**config.mk**
```make
export PLATFORM = sky130hd
export DESIGN_NAME = gregorian_to_jalali_date_top
export DESIGN_NICKNAME = d
export VERILOG_FILES = /design/src/rtl/gtj_pkg.sv /design/src/rtl/gregorian_to_jalali_date_top.sv
export SDC_FILE = /design/constraint.sdc
export NUM_CORES = 2
export LEC_CHECK = 0
export ABC_AREA = 1
export BUFFER_PORTS_ARGS = -buffer_cell sky130_fd_sc_hd__buf_2
export CAP_MARGIN = 20
export CORE_UTILIZATION = 65
export CTS_CLUSTER_DIAMETER = 60
export DETAILED_ROUTE_END_ITERATION = 16
export GPL_ROUTABILITY_DRIVEN = 1
export MAX_ROUTING_LAYER = met4
export PLACE_DENSITY = 0.82
export REMOVE_ABC_BUFFERS = 1
export SLEW_MARGIN = 20
export SYNTH_ARGS = -nofsm -noshare
export SYNTH_HDL_FRONTEND = slang
export SYNTH_SLANG_ARGS = --single-unit
```
**constraint.sdc**
```tcl
create_clock -name clk -period 8.2 [get_ports clk]
set_input_delay 0 -clock clk [delete_from_list [all_inputs] [get_ports clk]]
set_output_delay 0 -clock clk [all_outputs]
set_load 0.01 [all_outputs]
```
**src/rtl/gtj_pkg.sv**
```systemverilog
// Shared constants and month tables for the Gregorian to Jalali date converter.
package gtj_pkg;

	localparam int unsigned GREG_BASE_YEAR   = 1600;
	localparam int unsigned GREG_MAX_YEAR    = 3199;
	localparam int unsigned FARVARDIN_OFFSET = 79;
	localparam int unsigned JAL_BASE_YEAR    = 979;
	localparam int unsigned DAYS_33Y         = 12053;
	localparam int unsigned DAYS_4Y          = 1461;
	localparam int unsigned DAYS_1Y          = 365;
	localparam int unsigned YEARS_PER_CYCLE  = 33;
	localparam int unsigned CENTURY          = 100;

	// reciprocal constants: floor(x / D) == (x * RECIP) >> SHIFT over the operand range
	localparam int unsigned SHIFT_100 = 17;
	localparam longint unsigned RECIP_100 = ((64'd1 << SHIFT_100) + CENTURY - 1) / CENTURY;
	localparam int unsigned SHIFT_33Y = 34;
	localparam longint unsigned RECIP_33Y = ((64'd1 << SHIFT_33Y) + DAYS_33Y - 1) / DAYS_33Y;
	localparam int unsigned SHIFT_4Y = 24;
	localparam longint unsigned RECIP_4Y = ((64'd1 << SHIFT_4Y) + DAYS_4Y - 1) / DAYS_4Y;

	// days in the Gregorian year before the first of the month (common year)
	function automatic logic [8:0] greg_days_before(input logic [3:0] month);
		logic [8:0] d;
		case (month)
			4'd1:    d = 9'd0;
			4'd2:    d = 9'd31;
			4'd3:    d = 9'd59;
			4'd4:    d = 9'd90;
			4'd5:    d = 9'd120;
			4'd6:    d = 9'd151;
			4'd7:    d = 9'd181;
			4'd8:    d = 9'd212;
			4'd9:    d = 9'd243;
			4'd10:   d = 9'd273;
			4'd11:   d = 9'd304;
			4'd12:   d = 9'd334;
			default: d = 9'd0;
		endcase
		return d;
	endfunction

	// day of the Jalali year on which month index m (0 is Farvardin) starts
	function automatic logic [8:0] jal_month_start(input logic [3:0] m);
		logic [8:0] d;
		case (m)
			4'd0:    d = 9'd0;
			4'd1:    d = 9'd31;
			4'd2:    d = 9'd62;
			4'd3:    d = 9'd93;
			4'd4:    d = 9'd124;
			4'd5:    d = 9'd155;
			4'd6:    d = 9'd186;
			4'd7:    d = 9'd216;
			4'd8:    d = 9'd246;
			4'd9:    d = 9'd276;
			4'd10:   d = 9'd306;
			4'd11:   d = 9'd336;
			default: d = 9'd0;
		endcase
		return d;
	endfunction

endpackage

```
**src/rtl/gregorian_to_jalali_date_top.sv**
```systemverilog
// Gregorian to Jalali date converter, nine-stage pipeline.
//
//  channel | handshake      | payload
//  --------+----------------+-------------------------------------------------------
//  input   | start / busy   | greg_year, greg_month, greg_day
//  result  | done (strobe)  | jal_year, jal_month, jal_day, day_number, out_of_range
//
// One item per cycle; each result appears on done once it has passed the stage registers S1 through S9.
// Stages: day count from 1600 (S1-S2), offset and range check (S3), 33-year split (S4-S5),
// 4-year split (S6-S7), year within the 4-year cycle (S8), month walk (S9).
// busy is always low: nothing downstream can hold a result, so the pipe never stalls.
// arst_n clears the valid bits only; data registers are not reset.
module gregorian_to_jalali_date_top (
	input  logic        clk,
	input  logic        arst_n,
	input  logic        start,
	output logic        busy,
	input  logic [11:0] greg_year,
	input  logic [3:0]  greg_month,
	input  logic [4:0]  greg_day,
	output logic        done,
	output logic [11:0] jal_year,
	output logic [3:0]  jal_month,
	output logic [4:0]  jal_day,
	output logic [19:0] day_number,
	output logic        out_of_range
);

	logic v_s1, v_s2, v_s3, v_s4, v_s5, v_s6, v_s7, v_s8, v_s9;

	// S1
	logic        bad_s1;
	logic [10:0] y_s1;
	logic [19:0] yr365_s1;
	logic [9:0]  c4_s1;
	logic [4:0]  n100_s1;
	logic [2:0]  n400_s1;
	logic [4:0]  q100_s1;
	logic [8:0]  cum_s1;
	logic        late_s1;
	logic [4:0]  dm1_s1;
	// S2
	logic        bad_s2;
	logic [19:0] days_s2;
	// S3
	logic        oor_s3;
	logic [19:0] jdn_s3;
	// S4
	logic        oor_s4;
	logic [19:0] jdn_s4;
	logic [5:0]  q33_s4;
	// S5
	logic        oor_s5;
	logic [19:0] jdn_s5;
	logic [13:0] rem33_s5;
	logic [11:0] jy_s5;
	// S6
	logic        oor_s6;
	logic [19:0] jdn_s6;
	logic [13:0] rem33_s6;
	logic [11:0] jy_s6;
	logic [3:0]  q4_s6;
	// S7
	logic        oor_s7;
	logic [19:0] jdn_s7;
	logic [10:0] rem4_s7;
	logic [11:0] jy_s7;
	// S8
	logic        oor_s8;
	logic [19:0] jdn_s8;
	logic [8:0]  ryear_s8;
	logic [11:0] jy_s8;
	// S9
	logic        oor_s9;
	logic [19:0] jdn_s9;
	logic [11:0] jy_s9;
	logic [3:0]  jm_s9;
	logic [4:0]  jd_s9;

	assign busy = 1'b0;

	always_ff @(posedge clk or negedge arst_n) begin
		if (!arst_n) begin
			v_s1 <= 1'b0;
			v_s2 <= 1'b0;
			v_s3 <= 1'b0;
			v_s4 <= 1'b0;
			v_s5 <= 1'b0;
			v_s6 <= 1'b0;
			v_s7 <= 1'b0;
			v_s8 <= 1'b0;
			v_s9 <= 1'b0;
		end else begin
			v_s1 <= start;
			v_s2 <= v_s1;
			v_s3 <= v_s2;
			v_s4 <= v_s3;
			v_s5 <= v_s4;
			v_s6 <= v_s5;
			v_s7 <= v_s6;
			v_s8 <= v_s7;
			v_s9 <= v_s8;
		end
	end

	// ---- S1: year offset, leap-day counts via reciprocal multiply
	logic [10:0] y_c;
	logic [11:0] y99_c, y399_c;
	logic [9:0]  y399d4_c;
	logic [21:0] pq100_c, pn100_c, pn400_c;
	logic        bad_c;

	always_comb begin
		y_c      = 11'(greg_year - 12'(gtj_pkg::GREG_BASE_YEAR));
		y99_c    = 12'(y_c) + 12'd99;
		y399_c   = 12'(y_c) + 12'd399;
		y399d4_c = y399_c[11:2];
		pq100_c  = 22'(y_c) * 22'(gtj_pkg::RECIP_100);
		pn100_c  = 22'(y99_c) * 22'(gtj_pkg::RECIP_100);
		pn400_c  = 22'(y399d4_c) * 22'(gtj_pkg::RECIP_100);
		bad_c    = (greg_year < 12'(gtj_pkg::GREG_BASE_YEAR))
			|| (greg_year > 12'(gtj_pkg::GREG_MAX_YEAR))
			|| (greg_month == 4'd0) || (greg_month > 4'd12) || (greg_day == 5'd0);
	end

	always_ff @(posedge clk) begin
		bad_s1   <= bad_c;
		y_s1     <= y_c;
		yr365_s1 <= 20'(y_c) * 20'(gtj_pkg::DAYS_1Y);
		c4_s1    <= 10'((12'(y_c) + 12'd3) >> 2);
		q100_s1  <= pq100_c[gtj_pkg::SHIFT_100 +: 5];
		n100_s1  <= pn100_c[gtj_pkg::SHIFT_100 +: 5];
		n400_s1  <= pn400_c[gtj_pkg::SHIFT_100 +: 3];
		cum_s1   <= gtj_pkg::greg_days_before(greg_month);
		late_s1  <= greg_month > 4'd2;
		dm1_s1   <= greg_day - 5'd1;
	end

	// ---- S2: days since 1600-01-01
	logic        leap_c;
	logic [20:0] days_c;

	always_comb begin
		leap_c = (y_s1[1:0] == 2'd0)
			&& ((y_s1 != 11'(q100_s1 * 11'(gtj_pkg::CENTURY))) || (q100_s1[1:0] == 2'd0));
		days_c = 21'(yr365_s1) + 21'(c4_s1) - 21'(n100_s1) + 21'(n400_s1)
			+ 21'(cum_s1) + 21'(late_s1 && leap_c) + 21'(dm1_s1);
	end

	always_ff @(posedge clk) begin
		bad_s2  <= bad_s1;
		days_s2 <= days_c[19:0];
	end

	// ---- S3: shift origin to Farvardin 1, 979
	always_ff @(posedge clk) begin
		oor_s3 <= bad_s2 || (days_s2 < 20'(gtj_pkg::FARVARDIN_OFFSET));
		jdn_s3 <= days_s2 - 20'(gtj_pkg::FARVARDIN_OFFSET);
	end

	// ---- S4: count of 33-year cycles
	logic [40:0] p33_c;
	assign p33_c = 41'(jdn_s3) * 41'(gtj_pkg::RECIP_33Y);

	always_ff @(posedge clk) begin
		oor_s4 <= oor_s3;
		jdn_s4 <= jdn_s3;
		q33_s4 <= p33_c[gtj_pkg::SHIFT_33Y +: 6];
	end

	// ---- S5: remainder within the 33-year cycle
	always_ff @(posedge clk) begin
		oor_s5   <= oor_s4;
		jdn_s5   <= jdn_s4;
		rem33_s5 <= 14'(jdn_s4 - 20'(q33_s4) * 20'(gtj_pkg::DAYS_33Y));
		jy_s5    <= 12'(gtj_pkg::JAL_BASE_YEAR) + 12'(q33_s4) * 12'(gtj_pkg::YEARS_PER_CYCLE);
	end

	// ---- S6: count of 4-year cycles
	logic [27:0] p4_c;
	assign p4_c = 28'(rem33_s5) * 28'(gtj_pkg::RECIP_4Y);

	always_ff @(posedge clk) begin
		oor_s6   <= oor_s5;
		jdn_s6   <= jdn_s5;
		rem33_s6 <= rem33_s5;
		jy_s6    <= jy_s5;
		q4_s6    <= p4_c[gtj_pkg::SHIFT_4Y +: 4];
	end

	// ---- S7: remainder within the 4-year cycle
	always_ff @(posedge clk) begin
		oor_s7  <= oor_s6;
		jdn_s7  <= jdn_s6;
		rem4_s7 <= 11'(rem33_s6 - 14'(q4_s6) * 14'(gtj_pkg::DAYS_4Y));
		jy_s7   <= jy_s6 + {6'd0, q4_s6, 2'b00};
	end

	// ---- S8: year within the 4-year cycle; first year has 366 days
	logic [1:0]  q1_c;
	logic [10:0] r_c;

	always_comb begin
		if (rem4_s7 < 11'd366) begin
			q1_c = 2'd0;
			r_c  = rem4_s7;
		end else if (rem4_s7 < 11'd731) begin
			q1_c = 2'd1;
			r_c  = rem4_s7 - 11'd366;
		end else if (rem4_s7 < 11'd1096) begin
			q1_c = 2'd2;
			r_c  = rem4_s7 - 11'd731;
		end else begin
			q1_c = 2'd3;
			r_c  = rem4_s7 - 11'd1096;
		end
	end

	always_ff @(posedge clk) begin
		oor_s8   <= oor_s7;
		jdn_s8   <= jdn_s7;
		ryear_s8 <= r_c[8:0];
		jy_s8    <= jy_s7 + 12'(q1_c);
	end

	// ---- S9: month walk; the last month absorbs the rest of the year
	logic [3:0] jm_c;
	logic [8:0] dom_c;

	always_comb begin
		jm_c = 4'd0;
		for (int i = 1; i < 12; i++) begin
			if (ryear_s8 >= gtj_pkg::jal_month_start(4'(i)))
				jm_c = jm_c + 4'd1;
		end
		dom_c = ryear_s8 - gtj_pkg::jal_month_start(jm_c);
	end

	always_ff @(posedge clk) begin
		oor_s9 <= oor_s8;
		jdn_s9 <= oor_s8 ? 20'd0 : jdn_s8;
		jy_s9  <= oor_s8 ? 12'd0 : jy_s8;
		jm_s9  <= oor_s8 ? 4'd0  : jm_c + 4'd1;
		jd_s9  <= oor_s8 ? 5'd0  : 5'(dom_c) + 5'd1;
	end

	assign done         = v_s9;
	assign jal_year     = jy_s9;
	assign jal_month    = jm_s9;
	assign jal_day      = jd_s9;
	assign day_number   = jdn_s9;
	assign out_of_range = oor_s9;

endmodule
```
==> reports/results.tsv <==
metric	value	unit
status	finished clean	
yosysTopAreaCellShare	0.262	
cts_tree	built	
ys.flop_type	dfxtp_1	
synth_edf_count	0	
hp-class	in -> reg	
fmax	0.133	GHz
grt_pass1_vias	23900	
vias	22800	
fin_setup_tns	0	ps
crit_arrival	8000	ps
wire_per_inst	15.3	um
cp.required	8660	ps
crit_slowest_cell	dfxtp_1	
crit_path_start_kind	register	
overflow	0	
die_area	53600	sq um
clkSinkCount	369	
worst_slew_margin_rel	0.387	
rr_worst_depth	42	
r2r-start	ryear_s8[3]	
period_share	0.920	
final_cell_area	37300	sq um
whs_path_depth	3	
die_h	232	um
vias_per_cell	5.24	
portBuffers	66	
yosys.area.top_type	ha_1	
fin_crit	7540	ps
synthCells	3497	
cpMostUsedCell	nand2_1	
setup_viol	0	
ios	68	
reg2reg_to	jal_day[4]	
slew_violations	0	
post-cts-setup-buffers	0	
end_kind	register	
grt_pass1_wl	112000	um
avgSynthCellArea	9.79	sq um
min_from	greg_year[8]	
rsz0062_at_grt	false	
dp_hpwl	53600	um
first_iter_violations	1105	
place_area	35400	sq um
clk_latency	560	ps
finalWeightedCongestion	0.927	
r2r_slack	660	ps
area_growth_syn_to_layout	8.82	%
root_buffer	clkbuf_16	
cts_buffer_depth	3	
ys_top_cells_by_area	ha_1, fa_1, dfxtp_1	
cts_htree_levels	2	
synth_most_common_cell	inv_1	
drcViolationCount	0	
worstPathMaxFanout	6	
drv_cap	0	
core-area	51700	sq um
nNetsFinal	4788	
yosysSeqAreaShare	0.217	
grt_usage	0.267	
antenna_found_initial	1	
final_hold_viol_count	0	
cpPeakStageDelay	430	ps
clk_pin_slew_worst_paths	60	ps
tightest_slew	916	ps
die_x	232	um
fin_worst_skew	15.2	ps
netlist_area	34200	sq um
synth_seq_cells	369	
dr.pass1.iters	5	
whs_endpoint	c4_s1[6]	
synthArstFlopShare	0.0244	
ant_nets	0	
drive_above_1_share	0.0567	
initial_core_util	0.662	
n_antenna_cell	0	
synthTopCellsByCount	inv_1, ha_1, fa_1	
yosysWarnings	0	
grt_max_degree	41	
synth_cell_type_count	55	
worst-setup-path-type	reg -> reg	
numCtsBuffers	43	
totalWireLength	66400	um
row_count	83	
==> logic make-up (layout without fill, tap and decap cells) <==
family	Yosys count	after routing	share of synthesized area
adders and majority gates	1131	1131	0.504
buffers and inverters	928	1098	0.102
and+or+nand+nor	556	556	0.0721
DFF	369	369	0.217
AOI/OAI and AO/OA	301	301	0.0503
xor gates and xnor gates	211	211	0.0544
other	1	1	0.000110
==> metal layers <==
layer / share of wire / wire [um] / up-vias / GRT usage
met5: 0 / 0 / - / -
met1: 0.42 / 27700 / 10900 / 0.314
li1: - / - / 11100 / -
met3: 0.042 / 2810 / 186 / 0.0386
met2: 0.50 / 33200 / 539 / 0.459
met4: 0.040 / 2630 / 0 / 0.105
==> worst max path at each step <==
stage	cells past startpoint	end	from	slack, ps
after global placement	44	jal_day[4]	ryear_s8[4]	680
after detailed placement	44	jal_day[4]	ryear_s8[4]	480
after global routing	44	jal_day[4]	ryear_s8[3]	30
after CTS	44	jal_day[4]	ryear_s8[4]	450
final	42	jal_day[4]	ryear_s8[3]	660
after floorplan	42	jal_day[3]	ryear_s8[4]	1100
==> cell type report <==
type | instances | area, sq um
multi-input cells | 2200 | 23300
repair buffers | 100 | 651
clock buffers | 51 | 1160
fillers | 3565 | 14500
flip-flops and latches | 369 | 7440
well taps | 680 | 851
clock inverters | 28 | 392
inverters | 919 | 3450
==> state kept, by name (all words and copies together) (netlist names), 12 cells and up <==
| register | flops |
|---|---|
| jy_s5 | 12 |
| jal_year | 12 |
| yr365_s1 | 20 |
| jdn_s6 | 20 |
| jdn_s8 | 20 |
| jy_s8 | 12 |
| days_s2 | 20 |
| jdn_s7 | 20 |
| jdn_s3 | 20 |
| jdn_s4 | 20 |
| jy_s6 | 12 |
| day_number | 20 |
| jdn_s5 | 20 |
| rem33_s5 | 14 |
| jy_s7 | 12 |
==> cell usage in the layout (no fill, tap or decap), drive strengths merged, types with 8 or more instances in the layout <==
| cell | n |
|---|---|
| nand3 | 80 |
| dlygate4sd3 | 26 |
| buf | 74 |
| a21o | 11 |
| dfxtp | 360 |
| inv | 923 |
| nand4 | 21 |
| nor2 | 142 |
| nand2 | 269 |
| nor3 | 21 |
| a31oi | 10 |
| clkinv | 14 |
| a21oi | 139 |
| fa | 415 |
| a211oi | 8 |
| xnor2 | 68 |
| dfrtp | 9 |
| xor2 | 142 |
| clkbuf | 51 |
| o21ai | 83 |
| ha | 716 |
==> worst max-delay path: cells and delay by family, from the launching register on <==
family	cells	cell delay (ps)
and+or+nand+nor	22	2470
DFF	1	430
AOI/OAI and AO/OA	4	830
buffers and inverters	3	180
xor gates and xnor gates	1	200
adders and majority gates	12	3370
==> stage by stage <==
| step | util | hold slack, ps | setup slack, ps | cells |
|---|---|---|---|---|
| after floorplan | - | -296 | 1100 | 3488 |
| after global placement | 0.685 | -150 | 676 | 4242 |
| after detailed placement | 0.685 | -143 | 481 | 4242 |
| after CTS | 0.720 | 21.0 | 449 | 4347 |
| after global routing | 0.721 | 48.6 | 29.4 | 4347 |
| final | 0.721 | 72.6 | 656 | 4347 |
==> repair_timing <==
action	4_1_cts	5_1_grt
hold endpoints to repair	34	0
resized for setup	0	3
hold buffers	26	0
setup endpoints to repair	0	2
Power is not shown: default switching activity piles up to over one toggle a cycle in this logic, so the estimate is an artifact.
